==> src/hw/rtl/qvr_pkg.sv <==
// ----------------------------------------------------------------------------
// qvr_pkg
// Shared types and constants for the quaternion vector rotation pipeline:
// item and result structs, frame mode codes, Hamilton product sign tables.
// ----------------------------------------------------------------------------
package qvr_pkg;

	localparam int DATA_W     = 16;
	localparam int QUAT_W     = 16;
	localparam int ROT_SHIFT  = 28;
	localparam int FRM_SHIFT  = 16;
	localparam int FRM_C_W    = 17;

	// 1/sqrt(2) in Q0.16, with a zero sign bit
	localparam logic signed [FRM_C_W-1:0] FRM_C = 17'sd46341;

	localparam logic [1:0] FRAME_MODE_ROT  = 2'd0;
	localparam logic [1:0] FRAME_MODE_POST = 2'd1;
	localparam logic [1:0] FRAME_MODE_BOTH = 2'd2;

	typedef struct packed {
		logic signed [QUAT_W-1:0] quat_w;
		logic signed [QUAT_W-1:0] quat_x;
		logic signed [QUAT_W-1:0] quat_y;
		logic signed [QUAT_W-1:0] quat_z;
		logic signed [DATA_W-1:0] vec_x;
		logic signed [DATA_W-1:0] vec_y;
		logic signed [DATA_W-1:0] vec_z;
	} qvr_item_t;

	typedef struct packed {
		logic signed [DATA_W-1:0] out_x;
		logic signed [DATA_W-1:0] out_y;
		logic signed [DATA_W-1:0] out_z;
		logic                     saturated;
	} qvr_result_t;

	// load enables of a two-stage multiply then reduce unit
	typedef struct packed {
		logic en_mul;
		logic en_sum;
	} qvr_stg_en_t;

	typedef logic [1:0] qvr_idx_t;

	// hamilton product r = a * b: term i of part k is a[i] * b[QM_BIDX[k][i]]
	localparam qvr_idx_t QM_BIDX [4][4] = '{
		'{2'd0, 2'd1, 2'd2, 2'd3},
		'{2'd1, 2'd0, 2'd3, 2'd2},
		'{2'd2, 2'd3, 2'd0, 2'd1},
		'{2'd3, 2'd2, 2'd1, 2'd0}
	};

	// bit i set: term i is subtracted
	localparam logic [3:0] QM_NEG [4] = '{4'b1110, 4'b1000, 4'b0010, 4'b0100};

endpackage

==> src/hw/rtl/qvr_frame.sv <==
// ----------------------------------------------------------------------------
// qvr_frame
// Two-stage fixed FRD-to-plus frame transform:
// y = (round16(C*(a0-a1)), round16(-C*(a0+a1)), -a2), C = 1/sqrt(2) in Q0.16.
// ----------------------------------------------------------------------------
module qvr_frame import qvr_pkg::*; #(
	parameter int IN_W = 16
) (
	input  logic                   clk,
	input  qvr_stg_en_t            en,
	input  logic signed [IN_W-1:0] a [3],
	output logic signed [IN_W:0]   y [3]
);

	localparam int DW = IN_W + 1;
	localparam int PW = DW + FRM_C_W;
	localparam logic signed [PW-1:0] RND = PW'(1) << (FRM_SHIFT - 1);

	logic signed [DW-1:0] diff;
	logic signed [DW-1:0] sum;
	logic signed [PW-1:0] prod_d_s1;
	logic signed [PW-1:0] prod_s_s1;
	logic signed [DW-1:0] a2_s1;
	logic signed [PW-1:0] rnd_d;
	logic signed [PW-1:0] rnd_s;

	assign diff = DW'(a[0]) - DW'(a[1]);
	assign sum  = DW'(a[0]) + DW'(a[1]);

	always_ff @(posedge clk) begin
		if (en.en_mul) begin
			prod_d_s1 <= PW'(diff) * PW'(FRM_C);
			prod_s_s1 <= PW'(sum) * PW'(FRM_C);
			a2_s1     <= DW'(a[2]);
		end
	end

	assign rnd_d = prod_d_s1 + RND;
	assign rnd_s = RND - prod_s_s1;

	always_ff @(posedge clk) begin
		if (en.en_sum) begin
			y[0] <= rnd_d[FRM_SHIFT +: DW];
			y[1] <= rnd_s[FRM_SHIFT +: DW];
			y[2] <= -a2_s1;
		end
	end

endmodule

==> config.mk <==
export PLATFORM = sky130hd
export DESIGN_NAME = qvr_frame
export DESIGN_NICKNAME = d
export VERILOG_FILES = /design/src/hw/rtl/qvr_pkg.sv /design/src/hw/rtl/qvr_frame.sv
export SDC_FILE = /design/constraint.sdc
export NUM_CORES = 1
export LEC_CHECK = 0
export BUFFER_PORTS_ARGS = -buffer_cell sky130_fd_sc_hd__clkbuf_2
export CELL_PAD_IN_SITES_DETAIL_PLACEMENT = 1
export CELL_PAD_IN_SITES_GLOBAL_PLACEMENT = 2
export CORE_ASPECT_RATIO = 1.1
export CORE_MARGIN = 5
export CORE_UTILIZATION = 38
export CTS_BUF_LIST = sky130_fd_sc_hd__clkbuf_16
export CTS_CLUSTER_SIZE = 8
export DETAILED_ROUTE_END_ITERATION = 6
export PLACE_DENSITY_LB_ADDON = 0.12
export RECOVER_POWER = 100
export SYNTH_ARGS = -nofsm -noshare
export SYNTH_HDL_FRONTEND = slang
export SYNTH_SLANG_ARGS = --single-unit
==> constraint.sdc <==
create_clock -name clk -period 8.8 [get_ports clk]
set_input_delay 1.32 -clock clk [delete_from_list [all_inputs] [get_ports clk]]
set_output_delay 1.32 -clock clk [all_outputs]
set_load 0.01 [all_outputs]
# Word-level counts from Yosys, hierarchy flattened
# Index checks and enable logic that the tools add are counted.
[totals]
register_bits = 133
latchBits = 0
ramBits = 0
mem_bits_ro = 0
inputBits = 51
output_inout_bits = 51
wordCells = 13
mem_count = 0
[op_classes]
n_addsub = 5
n_mul = 2
div = 0
order_cmp = 0
n_eq_ne = 0
shifts = 0
mux = 0
n_bitwise = 0
n_reduce_logical = 0
[ops]
columns = ["cell", "count"]
rows = [
  ["17-bit by 17-bit multiplier with 33-bit output (second input constant)", 2],
  ["33-bit by 17-bit adder with 33-bit output (second input constant)", 1],
  ["17-bit by 33-bit subtractor with 33-bit output (first input constant)", 1],
  ["16-bit by 16-bit adder with 17-bit output", 1],
  ["16-bit negator with 17-bit output", 1],
  ["16-bit by 16-bit subtractor with 17-bit output", 1],
]

# Logic depth before layout (Yosys ltp)
[depth]
word_depth = 2
ltp_mapped = 32
mapped_depth_nobuf = 32

# Worst setup path before layout
# No wires, ideal clock.
[synth_path]
path_kind = "input to register"
start = "in a[16] (netlist name)"
end = "reg prod_s_s1[32] (data pin)"
setup_ns = 0.261
arrival_ns = 8.256
required_ns = 8.539
setup_slack_ns = 0.283
path_stages = 28
path_buffers = 0
cell_sequence = "ha_1 -> fa_1 -> nand2b_1 -> a221oi_1 -> o41a_1 -> a211oi_1 -> o21bai_1 -> a21oi_1 -> xnor2_1 -> inv_1 -> ha_1 -> inv_1 -> fa_1 -> inv_1 -> fa_1 -> fa_1 -> fa_1 -> inv_1 -> fa_1 -> inv_1 -> ha_1 -> a21o_1 -> a21o_1 -> a221oi_1 -> o21ai_0 -> a311oi_1 -> o21ai_0 -> xnor2_1"
[synth_between]
elab_chain_cells = 2
[synth_rtl]
columns = ["item", "line", "rtl"]
rows = [
  ["from (decl)", "qvr_frame.sv:11", "input logic signed [IN_W-1:0] a [3],"],
  ["16-bit by 16-bit adder with 17-bit output", "qvr_frame.sv:28", "assign sum = DW'(a[0]) + DW'(a[1]);"],
  ["17-bit by 17-bit multiplier with 33-bit output", "qvr_frame.sv:33", "prod_s_s1 <= PW'(sum) * PW'(FRM_C);"],
  ["to (signal assigned)", "qvr_frame.sv:33", ""],
  ["to (decl)", "qvr_frame.sv:22", "logic signed [PW-1:0] prod_s_s1;"],
]
# Every way passes these cells.
# A chain may end at the register's enable or synchronous reset.

# Worst setup path in the final report
[layout_path]
start = "in a[32] (netlist name)"
end = "reg prod_d_s1[31] (data pin)"
[layout_between]
elab_chain_cells = 2
[layout_rtl]
columns = ["item", "line", "rtl"]
rows = [
  ["16-bit by 16-bit subtractor with 17-bit output", "qvr_frame.sv:27", "assign diff = DW'(a[0]) - DW'(a[1]);"],
  ["17-bit by 17-bit multiplier with 33-bit output", "qvr_frame.sv:32", "prod_d_s1 <= PW'(diff) * PW'(FRM_C);"],
  ["to (signal assigned)", "qvr_frame.sv:32", ""],
  ["to (decl)", "qvr_frame.sv:21", "logic signed [PW-1:0] prod_d_s1;"],
]
# Every way passes these cells.

==> impl_results.md <==
* Status: finished with violations
* Violated checks: capacitance limit, slew limit
* Synth Register Bits at 118
* Total wire length at 35,100 um
* Commonest non-fill, non-tap cell in the layout: inv_1
* Max_slew headroom at -107%
* Initial antenna violation count at 0
* Inserted Diodes at 0
* Die ar. at 45,200 um2
* Vias per inst at 4.87
* TNS Setup at 0 ns
* Worst Path Arrival at 8.55 ns
* WL met2 at 16,200 um
* Rows at 77
* Pre-CTS WS at -0.0731 ns
* EDFF count, synth at 118
* Slowest stage cell, crit path: fa_1
* Clock Latency Late Sink at 0.44 ns
* Post-Layout Cell Count at 2,230
* Endpoints failing hold at 0
* Clock sinks at 118
* Post-Syn Area at 15,600 um2
* Post-CTS Setup Inserts at 0
* Post-route setup slack at 0.453 ns
* Post-CTS sizing at 0
* Die width at 203 um
* CP startpoint kind: primary input
* Num CTS Buffers at 17
* Fmax at 0.120 GHz
* Core area at 40,400 um2
* Min Tclk post-route at 8.35 ns
* Routed Antenna Nets at 0
* DRC viols at 0
* Synth Instances at 1,522
* Crit path capture type: flip-flop
* Port bufs at 101
* Metal-1 WL at 17,300 um
* Most used cell along the critical path: fa_1
* RSZ-0062 raised after global routing: no
* CP Class: in2reg
* Layout cells sized above 1 at 8.56%
* First-pass GRT wire length at 59,600 um
* Unique cell type count in the Yosys netlist at 61
* Io pins at 102
* Grt ovf at 0
* CP max stage delay at 0.54 ns
* Root Driver: clkbuf_16
* Post-synth ARST share at 0%
* WL/cell at 15.8 um
* Top Metal Used: met4
* Fillers at 4,590
* Final setup fails at 0
* Sequential area share after synthesis at 22.7%
* Vias in the first global route at 11,900
* DR vias at 10,900
* Clock skew at 0.0121 ns
* Max-cap violation count at 2
* Mean post-synth cell area at 10.2 um2
* Clk buf depth at 2
* Worst-Margin Slew at 3.10 ns
* Top_reg_cell synth: edfxtp_1
* Most frequent cells in the layout: 392 x inv_1, 287 x ha_1, 170 x fa_1
* Final period util at 94.9%
* Multi-input gate area at 10,500 um2
* Sequential cell area at 3540 um2
* Initial Util at 38.6%
* H-tree Lvls at 4
* CP Max Fanout at 6
* Post-synthesis net count at 2,030
* Met3 wire len at 1190 um
* Gr usage total at 16.4%
* Die Y at 222 um
* Clock-pin slew on the worst setup and hold paths at 0.06 ns
* Syn-to-layout area delta at 13.0%
* Fin util at 43.6%
* Placed insts at 2,198
* Hold Path Class: reg2reg
* Fin. max-slew vios at 107
* Detailed Routing Iterations Pass 1 at 5
* CP Data Required Time at 9.01 ns
* Initial DRC Count at 395
* Placer Congestion at 0.824
* Ys Warns at 0
* Hold_buf cts at 0
* Largest net degree at the start of global routing at 55
* Layout Nets at 2,212
* DP HPWL at 30,400 um
* TritonCTS clock tree: built
## flip-flops by register name (all words and copies together), names as in the netlist
register / count
y: 51
prod_s_s1: 33
prod_d_s1: 18
a2_s1: 16
## path summary, 6_finish.rpt
check                        to  depth (start not counted)  slack [ns]    startpoint
setup / recovery  prod_d_s1[31]                         32        0.45         a[32]
setup reg to reg          y[33]                          9        4.54  prod_s_s1[2]
hold / removal             y[0]                          0        0.53      a2_s1[0]
hold reg to reg            y[0]                          0        0.53      a2_s1[0]
## per-layer routing
metal / GRT usage (%) / vias up
met3: 2.45 / 14
met5: 0 / -
met1: 23.4 / 5386
li1: - / 5307
met4: 3.85 / 0
met2: 26.5 / 143
## logic make-up after synthesis
family / after synthesis / synth area share, %
muxes: 1 / 0.0722
xor gates and xnor gates: 126 / 7.08
adders and majority gates: 457 / 44.9
and+or+nand+nor: 232 / 7.69
DFF: 118 / 22.7
buffers and inverters: 405 / 9.80
AOI/OAI and AO/OA: 183 / 7.78
## final cells by class
| type | count | share of cell area (%) |
|---|---|---|
| repair buffers | 175 | 5.35 |
| inverters | 393 | 8.37 |
| multi-input cells | 999 | 59.5 |
| clock inverters | 15 | 0.611 |
| flip-flops and latches | 118 | 20.1 |
| clock buffers | 17 | 2.41 |
| well taps | 513 | 3.64 |
## Yosys cell counts (4+ instances only)
cell type / n / area (um2)
inv_1: 392 / 1470
ha_1: 287 / 3590
fa_1: 170 / 3400
edfxtp_1: 118 / 3540
xnor2_1: 85 / 744
nor2_1: 72 / 270
a21oi_1: 50 / 250
nand2_1: 43 / 161
xor2_1: 41 / 359
o21ai_0: 34 / 170
nor3_1: 26 / 130
a21o_1: 23 / 173
nor2b_1: 15 / 93.8
o21a_1: 12 / 90.1
nand4_1: 11 / 68.8
o21bai_1: 11 / 82.6
clkbuf_1: 9 / 33.8
nand3_1: 8 / 40.0
or3_1: 8 / 50.1
a31oi_1: 7 / 43.8
and3_1: 7 / 43.8
nand2b_1: 6 / 37.5
o211ai_1: 6 / 45.0
or2_2: 6 / 37.5
a211oi_1: 5 / 37.5
and2_1: 5 / 31.3
nor4_1: 5 / 31.3
a221oi_1: 4 / 35.0
a311oi_1: 4 / 35.0
## per-stage QoR
stage	hold slack [ns]	instance area, um2
after global placement	0.502	17200
after detailed placement	0.525	17200
after CTS	0.536	17800
final	0.530	17600
after global routing	0.570	17600
after floorplan	0.476	15600
## critical path, delay by kind of cell
kind / cells / cell delay [ns]
fa+ha+maj: 9 / 3.71
compound gates: 12 / 2.19
buf+inv: 6 / 0.62
simple gates: 3 / 0.42
xor+xnor: 2 / 0.27
Power is left out: the tool's default activity adds up to more than one toggle a clock period on the data nets, which glitch-free logic cannot reach.
